`config.mk`:
```
export PLATFORM = sky130hd
export DESIGN_NAME = sme_ctrl
export DESIGN_NICKNAME = d
export VERILOG_FILES = /design/src/rtl/sme_pkg.sv /design/src/rtl/sme_ctrl.sv
export SDC_FILE = /design/constraint.sdc
export NUM_CORES = 1
export LEC_CHECK = 0
export BUFFER_PORTS_ARGS = -buffer_cell sky130_fd_sc_hd__buf_2
export CAP_MARGIN = 10
export CELL_PAD_IN_SITES_DETAIL_PLACEMENT = 1
export CELL_PAD_IN_SITES_GLOBAL_PLACEMENT = 1
export CORE_MARGIN = 3
export CORE_UTILIZATION = 30
export DETAILED_ROUTE_END_ITERATION = 12
export GPL_ROUTABILITY_DRIVEN = 0
export PLACE_DENSITY_LB_ADDON = 0.1
export SYNTH_ARGS = -nofsm -noshare
export SYNTH_HDL_FRONTEND = slang
export SYNTH_SLANG_ARGS = --single-unit
```
`constraint.sdc`:
```
create_clock -name clk -period 3.6 [get_ports clk]
set_input_delay 0.54 -clock clk [delete_from_list [all_inputs] [get_ports clk]]
set_output_delay 0.54 -clock clk [all_outputs]
set_load 0.005 [all_outputs]
```
`src/rtl/sme_pkg.sv`:
```
`default_nettype none

package sme_pkg;

	localparam logic [1:0] KIND_PREF  = 2'd0;
	localparam logic [1:0] KIND_RANK  = 2'd1;
	localparam logic [1:0] KIND_START = 2'd2;

	// "no partner" code in the 9-bit holder / match tables
	localparam logic [8:0] UNMATCHED = 9'd256;

	typedef struct packed {
		logic [1:0] kind;
		logic [7:0] person;
		logic [7:0] position;
		logic [7:0] chosen;
	} in_item_t;

	typedef struct packed {
		logic [7:0] proposer;
		logic [7:0] partner;
		logic       last;
	} out_item_t;

	typedef struct packed {
		logic load;
		logic init_start;
		logic init_step;
		logic pop_rd;
		logic nc_rd;
		logic exhaust;
		logic pref_rd;
		logic hold_rd;
		logic take;
		logic rank2_rd;
		logic displace;
		logic set_match;
		logic emit_start;
		logic burst_clr;
		logic emit_rd;
		logic emit_push;
	} cmd_t;

	typedef struct packed {
		logic pending;
		logic init_last;
		logic fc_zero;
		logic nc_ge_n;
		logic w_ge_n;
		logic cur_unm;
		logic rank_less;
		logic out_free;
		logic emit_last;
		logic burst_end;
	} status_t;

endpackage

`default_nettype wire

```
`src/rtl/sme_ctrl.sv`:
```
`default_nettype none

module sme_ctrl (
	input  wire               clk,
	input  wire               arst_n,
	input  wire               in_valid,
	output logic              in_ready,
	input  wire  [1:0]        in_kind,
	input  sme_pkg::status_t  st,
	output sme_pkg::cmd_t     cmd
);

	localparam logic [3:0] S_IDLE = 4'd0;
	localparam logic [3:0] S_INIT = 4'd1;
	localparam logic [3:0] S_POP  = 4'd2;
	localparam logic [3:0] S_M    = 4'd3;
	localparam logic [3:0] S_NC   = 4'd4;
	localparam logic [3:0] S_W    = 4'd5;
	localparam logic [3:0] S_H    = 4'd6;
	localparam logic [3:0] S_R    = 4'd7;
	localparam logic [3:0] S_SM   = 4'd8;
	localparam logic [3:0] S_ER   = 4'd9;
	localparam logic [3:0] S_EW   = 4'd10;

	logic [3:0] state_q;
	logic [3:0] state_nxt;

	assign in_ready = (state_q == S_IDLE);

	always_comb begin
		cmd       = '0;
		state_nxt = state_q;
		case (state_q)
			S_IDLE: begin
				if (in_valid) begin
					cmd.load = 1'b1;
					if (st.pending) begin
						cmd.burst_clr = 1'b1;
						state_nxt     = S_ER;
					end else if (in_kind == sme_pkg::KIND_START) begin
						cmd.init_start = 1'b1;
						state_nxt      = S_INIT;
					end
				end
			end
			S_INIT: begin
				cmd.init_step = 1'b1;
				if (st.init_last) state_nxt = S_POP;
			end
			S_POP: begin
				if (st.fc_zero) begin
					cmd.emit_start = 1'b1;
					state_nxt      = S_ER;
				end else begin
					cmd.pop_rd = 1'b1;
					state_nxt  = S_M;
				end
			end
			S_M: begin
				cmd.nc_rd = 1'b1;
				state_nxt = S_NC;
			end
			S_NC: begin
				if (st.nc_ge_n) begin
					cmd.exhaust = 1'b1;
					state_nxt   = S_POP;
				end else begin
					cmd.pref_rd = 1'b1;
					state_nxt   = S_W;
				end
			end
			S_W: begin
				if (st.w_ge_n) begin
					state_nxt = S_M;
				end else begin
					cmd.hold_rd = 1'b1;
					state_nxt   = S_H;
				end
			end
			S_H: begin
				if (st.cur_unm) begin
					cmd.take  = 1'b1;
					state_nxt = S_POP;
				end else begin
					cmd.rank2_rd = 1'b1;
					state_nxt    = S_R;
				end
			end
			S_R: begin
				if (st.rank_less) begin
					cmd.displace = 1'b1;
					state_nxt    = S_SM;
				end else begin
					state_nxt = S_M;
				end
			end
			S_SM: begin
				cmd.set_match = 1'b1;
				state_nxt     = S_POP;
			end
			S_ER: begin
				cmd.emit_rd = 1'b1;
				state_nxt   = S_EW;
			end
			S_EW: begin
				if (st.out_free) begin
					cmd.emit_push = 1'b1;
					if (st.emit_last || st.burst_end) state_nxt = S_IDLE;
					else state_nxt = S_ER;
				end
			end
			default: state_nxt = S_IDLE;
		endcase
	end

	always_ff @(posedge clk or negedge arst_n) begin
		if (!arst_n) state_q <= S_IDLE;
		else state_q <= state_nxt;
	end

endmodule

`default_nettype wire

```
==> results of run 1 <==
[placed cells by master (no fill, tap or decap), drive strengths merged, types with 2 or more instances in the layout]
master and n:
a22oi 2, a21oi 4, nand2 4, nand2b 5, clkbuf 3, nor3 7
and2b 2, nor2 10, dfrtp 4, a211o 2, buf 31, nor2b 2
o21ai 6, nor4b 2, nor4 5, inv 3
[metrics by stage]
| stage | cell area [µm²] | utilization (%) |
|---|---|---|
| after floorplan | 551 | - |
| after global placement | 706 | 43.8 |
| after detailed placement | 706 | 43.8 |
| after CTS | 728 | 45.2 |
| after global routing | 728 | 45.2 |
| final | 728 | 45.2 |
[layout make-up]
class	instances	area, µm²
sequential	4	100
inverter	3	11.3
multi-input combinational	63	409
clock buffer	3	22.5
fill	232	883
tap	24	30.0
timing repair buffer	31	155
[power groups by stage]
stage	Clock (mW)	Combinational [mW]	Sequential, mW
3_5_place_dp	0	0.254	0.150
6_report	0.0526	0.252	0.149
4_1_cts	0.0545	0.256	0.149
2_1_floorplan	0	0.244	0.0866
5_1_grt	0.0612	0.283	0.158
3_3_place_gp	0	0.250	0.149
[path summary, 6_finish.rpt]
path / slack [ps] / endpoint / startpoint
worst max register to register: 1880 / state_q[3] / state_q[3]
max in group asynchronous: 3370 / state_q[2] / arst_n
worst max-delay path: 1340 / cmd[14] / state_q[3]
worst min-delay path: 110 / state_q[3] / arst_n
min in group clk: 680 / state_q[3] / st[2]
worst min register to register: 830 / state_q[2] / state_q[3]
[per-layer routing]
layer	share of wire (%)	track usage, %	vias up
met1	45	19.9	313
met4	0	4.27	0
li1	-	-	331
met3	5.6	1.53	0
met2	49	27.8	23
met5	0	0	-
[logic make-up after synthesis]
| logic type | synth area share [%] |
|---|---|
| AO/OA/AOI/OAI | 23.4 |
| buffers and inverters | 7.50 |
| flip-flops | 18.2 |
| multiplexers | 3.86 |
| AND/OR/NAND/NOR | 47.0 |
[critical path, cell delays in order (launching register included)]
cell and delay [ps]:
dfrtp_1 570, nor4_4 480, and2_1 190, and3b_1 140
buf_2 100
==> results.cfg, run 1 <==
[outcome]
status = complete, no violations

[critical_path]
cp.required_ps = 3060
worstSetupEndpointType = output pin
path_max_fanout = 16
start_kind = register
worst-endpoint-arrival_ps = 1720
rr_worst_depth = 4
critical_path_class = reg -> out

[clocking]
htreeDepth = 1
clock_path_buffers = 2
cts-root-buf = clkbuf_4
cts.repair.resized = 0
cts_setup_buffers = 0
cts_tree = yes
cts.hold.buffers_added = 0
cts.sink_count = 4
path_clk_slew_ps = 30
clk_latency_ps = 230
cts_made_buffers = 3

[finish]
n_antenna_cell = 0
largestRegisters = state_q: 4 flops
area_delta_synth_final_pct = 32.3
regMostFlops = state_q
drive_gt1_share_pct = 38.5
largest_reg_flops = 4
fin_nets = 121
final_cell_count_no_fill = 128

[yosys]
syn-num-nets = 90
ys_types = 33
ys_seq_area_share_pct = 18.2
synth_area_um2 = 551
synthArstFlopShare_pct = 100
ys_warn_count = 0
netlist.area_leader.share_pct = 18.2
post-synth-top-count-cell = nor2_1
synth_edf_count = 0
synth_common_cells = nor2_1 (10), nor3_1 (7), o21ai_0 (5)
synthFlopType = dfrtp_1
syn-instance-count = 75
synth_area_leader_cell = dfrtp_1
synth_seq_cells = 4
avgSynthCellArea_um2 = 7.34
synthTopCellsByArea = dfrtp_1 (18%), nor2_1 (6.8%), nor3_1 (6.4%)

[sta]
worst_pin_slew_ps = 630
min_period_ps = 2260
finClkSkew_ps = 0.0528
slew_headroom_pct = 58.0
rsz0062_at_grt = no
finalSetupViolCount = 0
hold_viol = 0
drv_slew = 0
fmax_mhz = 443
min_period_over_period_pct = 62.6
layout_setup_ws_ps = 1340
whs_ps = 111
setup_tns_ps = 0

[power_and_ir_drop]
leakage_nw = 0.365
ir_worst_vdd_uv = 223
power_switching_mw = 0.220
comb_power_share_pct = 55.5
p_int_mw = 0.233
p_total_mw = 0.454
pwr-share-clk_pct = 11.6
p_sw_share_pct = 48.5
pwr_density_cell_nw_per_um2 = 623
seqPwrFrac_pct = 32.9

[placement]
io_buffers = 31
dpl_worst_slack_ps = 1570
dp_cells = 125
hpwl_um = 1390

[route]
drt_iter0_markers = 3
wl_per_cell_um = 13.4
num_vias = 667
drc_errors = 0
firstDrtPassIters = 3
route.antenna.remaining_nets = 0
vias_per_cell = 5.21
drt_wl_total_um = 1720

[floorplanning]
die_area_um2 = 2380
ioPinCount = 32
fp.coreArea_um2 = 1610
die_h_um = 48.8
dieWidth_um = 48.8
initial_utilization_pct = 34.2
floorplan.rows = 14

[flow_run]
drv_cap = 0

[grt]
grt_pass1_vias = 681
antenna_found_initial = 0
grt-ovfl-total = 0
grt_pass1_wl_um = 3060
grt_start_max_net_pins = 21
grt_use_total_pct = 15.6

[worst_hold_path]
min_path_type = in -> async
Note: power is estimated with default switching activity, not from simulation.
==> inputs of run 2 (changes only) <==
- CORE_UTILIZATION: 30 -> 28
- clock period: 3.6 -> 2.2 ns (I/O delays scaled with it)
==> run 2 against run 1 <==
Flip-flop and latch count unchanged. Final cell count increased by 2.3%. Clock-buffer cell count unchanged. Worst setup slack got worse by 1200 ps. First-iteration DRC count increased by 130%. Via count decreased by 0.45%. Core utilization decreased by 3.3 points. Worst hold slack improved by 310 ps. Sequential power increased by 53%.
==> results.cfg, run 2 (synthesized netlist as in run 1, its figures left out) <==
[grt]
use_met2_pct = 23.5
top_usage_layer = met2
grt_pass1_vias = 668
grt-ovfl-total = 0
grtUsageMet3_pct = 4.45
grt_use_total_pct = 15.4
grt_pass1_wl_um = 3020
antenna_found_initial = 0
use_met1_pct = 21.1
grt_start_max_net_pins = 19

[outcome]
status = complete, no violations

[critical_path]
worstPathCellList = nor4_4 > and2_1 > and3b_1 > buf_2
worstReg2RegStart = state_q[3]
crit_family = simple AND/OR/NAND/NOR gates
rr_worst_depth = 4
r2r_slack_ps = 460
path_buf_inv = 1
cpMaxStageDelayCell = dfrtp_1
worst-endpoint-arrival_ps = 1710
worstSetupEndpointType = output pin
critical_path_class = reg -> out
start_kind = register
cpPeakStageDelay_ps = 570
r2r-end = state_q[3]
endpoint = cmd[14]
worstSetupPathDepth = 4
startpoint = state_q[3]
path_max_fanout = 16
cp.required_ps = 1870

[sta]
hold_viol = 0
finalSetupViolCount = 0
fmax_mhz = 490
min_period_over_period_pct = 92.9
worst_pin_slew_ps = 590
slew_headroom_pct = 60.7
min_period_ps = 2040
finClkSkew_ps = 4.75
setup_tns_ps = 0
drv_slew = 0
rsz0062_at_grt = no

[route]
route.antenna.remaining_nets = 0
drt_wl_total_um = 1770
drt_iter0_markers = 7
num_vias = 664
firstDrtPassIters = 4
drc_errors = 0
vias_per_cell = 5.07
wl_per_cell_um = 13.5

[clocking]
path_clk_slew_ps = 40
cts-root-buf = clkbuf_4
clk_latency_ps = 240
cts_tree = yes
htreeDepth = 1
cts.sink_count = 4
cts_setup_buffers = 0
cts_made_buffers = 3
clock_path_buffers = 2

[power_and_ir_drop]
leakage_nw = 0.374
ir_worst_vdd_uv = 425
pwr_density_cell_nw_per_um2 = 1030

[finish]
fill_cells = 241
final_cell_mix = buf_2 (31), nor2_1 (10), nor3_1 (7)
area_delta_synth_final_pct = 35.7
stdcell_area_um2 = 747
n_antenna_cell = 0
largest_reg_flops = 4
largestRegisters = state_q: 4 flops
regMostFlops = state_q
drive_gt1_share_pct = 38.7
fin_nets = 123
mostFrequentLayoutCell = buf_2

[placement]
postPlaceCellArea_um2 = 714
hpwl_um = 1360
io_buffers = 31

[floorplanning]
fp.coreArea_um2 = 1780
floorplan.rows = 15
die_area_um2 = 2530
die_h_um = 50.3
dieWidth_um = 50.3
initial_utilization_pct = 30.9
ioPinCount = 32

[worst_hold_path]
min_path_type = in -> async

[flow_run]
drv_cap = 0
-- run 2: changes by cell type in the layout (fill, tap and decap cells not counted), sizes merged --
cell | previous run | this run
buf | 31 | 32
dlygate4sd3 | 0 | 1
-- run 2: what timing repair did --
item                                   in CTS  in global routing
endpoints found under the hold margin       4                  0
setup endpoints to repair                   0                  0
resized for setup                           0                  0
hold buffers                                1                  0
-- run 2: worst min-delay path by stage --
stage / from / endpoint / slack [ps] / depth (start not counted)
2_1_floorplan: arst_n / state_q[0] / 30 / 0
3_3_place_gp: arst_n / state_q[2] / 140 / 1
3_5_place_dp: arst_n / state_q[2] / 130 / 1
4_1_cts: arst_n / state_q[3] / 410 / 2
5_1_grt: arst_n / state_q[3] / 430 / 2
6_report: arst_n / state_q[3] / 420 / 2
-- run 2: final cells by class --
cell class	instances	area, µm²	share of cell area, %
inverters	3	11.3	1.51
clock buffers	3	22.5	3.02
multi-input cells	63	409	54.8
well taps	25	31.3	4.19
flip-flops and latches	4	100	13.4
repair buffers	33	173	23.1
-- run 2: per-layer routing --
| layer | vias to the layer above | part of all wire [%] |
|---|---|---|
| met5 | - | 0 |
| met4 | 0 | 0 |
| met3 | 0 | 6.3 |
| met2 | 26 | 44 |
| met1 | 299 | 50 |
| li1 | 339 | - |
-- run 2: worst register-to-register path, stage by stage, from the launching register on --
cell and delay (ps):
dfrtp_1 680, nand2b_1 340, nor2_1 110, nor4_1 350, a22oi_1 120
-- run 2: report_power, final --
group / internal [mW] / switching, mW / total [mW]
clock: 0.0613 / 0.0347 / 0.0961
combinational: 0.232 / 0.213 / 0.446
sequential: 0.101 / 0.127 / 0.228
-- run 2: through the flow --
| stage | std cells | hold WS [ps] | worst slack [ps] | total power [mW] | util, % |
|---|---|---|---|---|---|
| floorplan | 75 | 34.4 | 686 | 0.541 | - |
| global placement | 127 | 138 | 389 | 0.669 | 40.1 |
| detailed placement | 127 | 134 | 410 | 0.678 | 40.1 |
| CTS | 131 | 414 | 141 | 0.783 | 41.9 |
| global route | 131 | 433 | 25.5 | 0.852 | 41.9 |
| finish | 131 | 425 | 157 | 0.770 | 41.9 |
==> inputs of run 3 (changes only) <==
--- a/config.mk
+++ b/config.mk
@@ -14,5 +14,5 @@
 export DETAILED_ROUTE_END_ITERATION = 12
 export GPL_ROUTABILITY_DRIVEN = 0
-export PLACE_DENSITY_LB_ADDON = 0.1
+export PLACE_DENSITY = 0.82
 export SYNTH_ARGS = -nofsm -noshare
 export SYNTH_HDL_FRONTEND = slang
==> constraint.sdc (replaced) <==
create_clock -name clk -period 2.2 [get_ports clk]
set_input_delay 0.66 -clock clk [delete_from_list [all_inputs] [get_ports clk]]
set_output_delay 0.66 -clock clk [all_outputs]
set_load 0.005 [all_outputs]
==> run 3 against run 2 <==
Sequential share of layout area down 0.55 points. Register-to-register slack better by 90 ps. First-iteration DRC count up 29%. Clock skew down 3.9 ps. Non-clock buffer count up 5. Largest cell class unchanged.
==> results.cfg, run 3 (synthesized netlist as in run 1, its figures left out) <==
[critical_path]
worstSetupEndpointType = output pin
worstReg2RegStart = state_q[1]
crit_family = simple AND/OR/NAND/NOR gates
worstSetupPathDepth = 4
rr_worst_depth = 5
cp.required_ps = 1540
r2r_slack_ps = 550
worstPathCellList = nor4_4 > and2_1 > and3b_1 > buf_2
cpMaxStageDelayCell = dfrtp_2
startpoint = state_q[0]
r2r-end = state_q[0]
cpPeakStageDelay_ps = 440
worst-endpoint-arrival_ps = 1420
endpoint = cmd[14]
start_kind = register
path_buf_inv = 1
path_max_fanout = 6
critical_path_class = reg -> out

[clocking]
cts_made_buffers = 3
cts.sink_count = 4
clk_latency_ps = 230
cts.hold.buffers_added = 0
htreeDepth = 1
cts-root-buf = clkbuf_4
cts_tree = yes
clock_path_buffers = 2
path_clk_slew_ps = 40

[sta]
finClkSkew_ps = 0.827
min_period_over_period_pct = 94.3
fmax_mhz = 482
worst_pin_slew_ps = 385
drv_slew = 0
hold_viol = 0
slew_headroom_pct = 73.7
finalSetupViolCount = 0
rsz0062_at_grt = no
whs_ps = 221
min_period_ps = 2080
setup_tns_ps = 0

[placement]
dp_cells = 131
postPlaceCellArea_um2 = 744
hpwl_um = 1460
io_buffers = 31

[route]
drc_errors = 0
firstDrtPassIters = 4
num_vias = 695
drt_iter0_markers = 9
vias_per_cell = 5.11
route.antenna.remaining_nets = 0
drt_wl_total_um = 1850
wl_per_cell_um = 13.6

[floorplanning]
ioPinCount = 32
initial_utilization_pct = 30.9
floorplan.rows = 15
die_h_um = 50.3
fp.coreArea_um2 = 1780
dieWidth_um = 50.3
die_area_um2 = 2530

[finish]
stdcell_area_um2 = 798
area_delta_synth_final_pct = 45.0
n_antenna_cell = 0
final_cell_count_no_fill = 136
final_cell_mix = buf_2 (31), nor2_1 (10), nor3_1 (7), buf_4 (7), o21ai_0 (5)
drive_gt1_share_pct = 45.9
largest_reg_flops = 4
regMostFlops = state_q
largestRegisters = state_q: 4 flops
mostFrequentLayoutCell = buf_2
fin_nets = 128

[flow_run]
drv_cap = 0

[grt]
grt_pass1_wl_um = 3130
grt_start_max_net_pins = 13
antenna_found_initial = 0
grt_use_total_pct = 16.3
grt_pass1_vias = 671
grt-ovfl-total = 0

[power_and_ir_drop]
leakage_nw = 0.402
ir_worst_vdd_uv = 393
p_total_mw = 0.852
pwr_density_cell_nw_per_um2 = 1070

[worst_hold_path]
min_path_type = in -> async

[outcome]
status = complete, no violations
==> run 3: changes by cell type in the layout (fill, tap and decap cells not counted), sizes merged <==
cell         change
buf              +6
dlygate4sd3      -1
==> run 3: report_power, final <==
part	switching, mW	internal, mW	total, mW	leakage [nW]
combinational	0.302	0.294	0.596	0.339
clock	0.0292	0.0610	0.0902	0.0138
sequential	0.0600	0.106	0.166	0.0488
total	0.391	0.461	0.852	0.402
==> run 3: stage by stage <==
| stage | util [%] | setup slack [ps] |
|---|---|---|
| 6_report | 44.8 | 125 |
| 5_1_grt | 44.8 | 10.7 |
| 4_1_cts | 43.6 | 22.5 |
| 3_5_place_dp | 41.8 | 169 |
| 3_3_place_gp | 41.8 | 273 |
| 2_1_floorplan | - | 356 |
==> run 3: worst min path at each step <==
stage / start / to / slack, ps / cells past startpoint
6_report: arst_n / state_q[1] / 220 / 1
5_1_grt: arst_n / state_q[0] / 200 / 1
4_1_cts: arst_n / state_q[3] / 220 / 1
2_1_floorplan: arst_n / state_q[0] / 360 / 0
3_5_place_dp: arst_n / state_q[0] / 470 / 1
3_3_place_gp: arst_n / state_q[0] / 470 / 1
==> run 3: area by class of cell <==
class	count	area [µm²]
well taps	25	31.3
flip-flops and latches	4	103
fillers	240	985
clock buffers	3	22.5
multi-input cells	63	423
repair buffers	38	208
inverters	3	11.3
==> run 3: what timing repair did <==
item                       CTS  global route
setup endpoints to repair    2             6
gates resized for setup      1             4
pin swaps                    1             0
gates cloned                 0             0
setup buffers                1             1
==> run 3: metal layers <==
metal | up-vias | track usage [%] | part of all wire (%)
met1 | 329 | 20.0 | 44
met4 | 0 | 8.07 | 0
li1 | 349 | - | -
met3 | 0 | 2.97 | 3.7
met2 | 17 | 27.0 | 53
met5 | - | 0 | 0
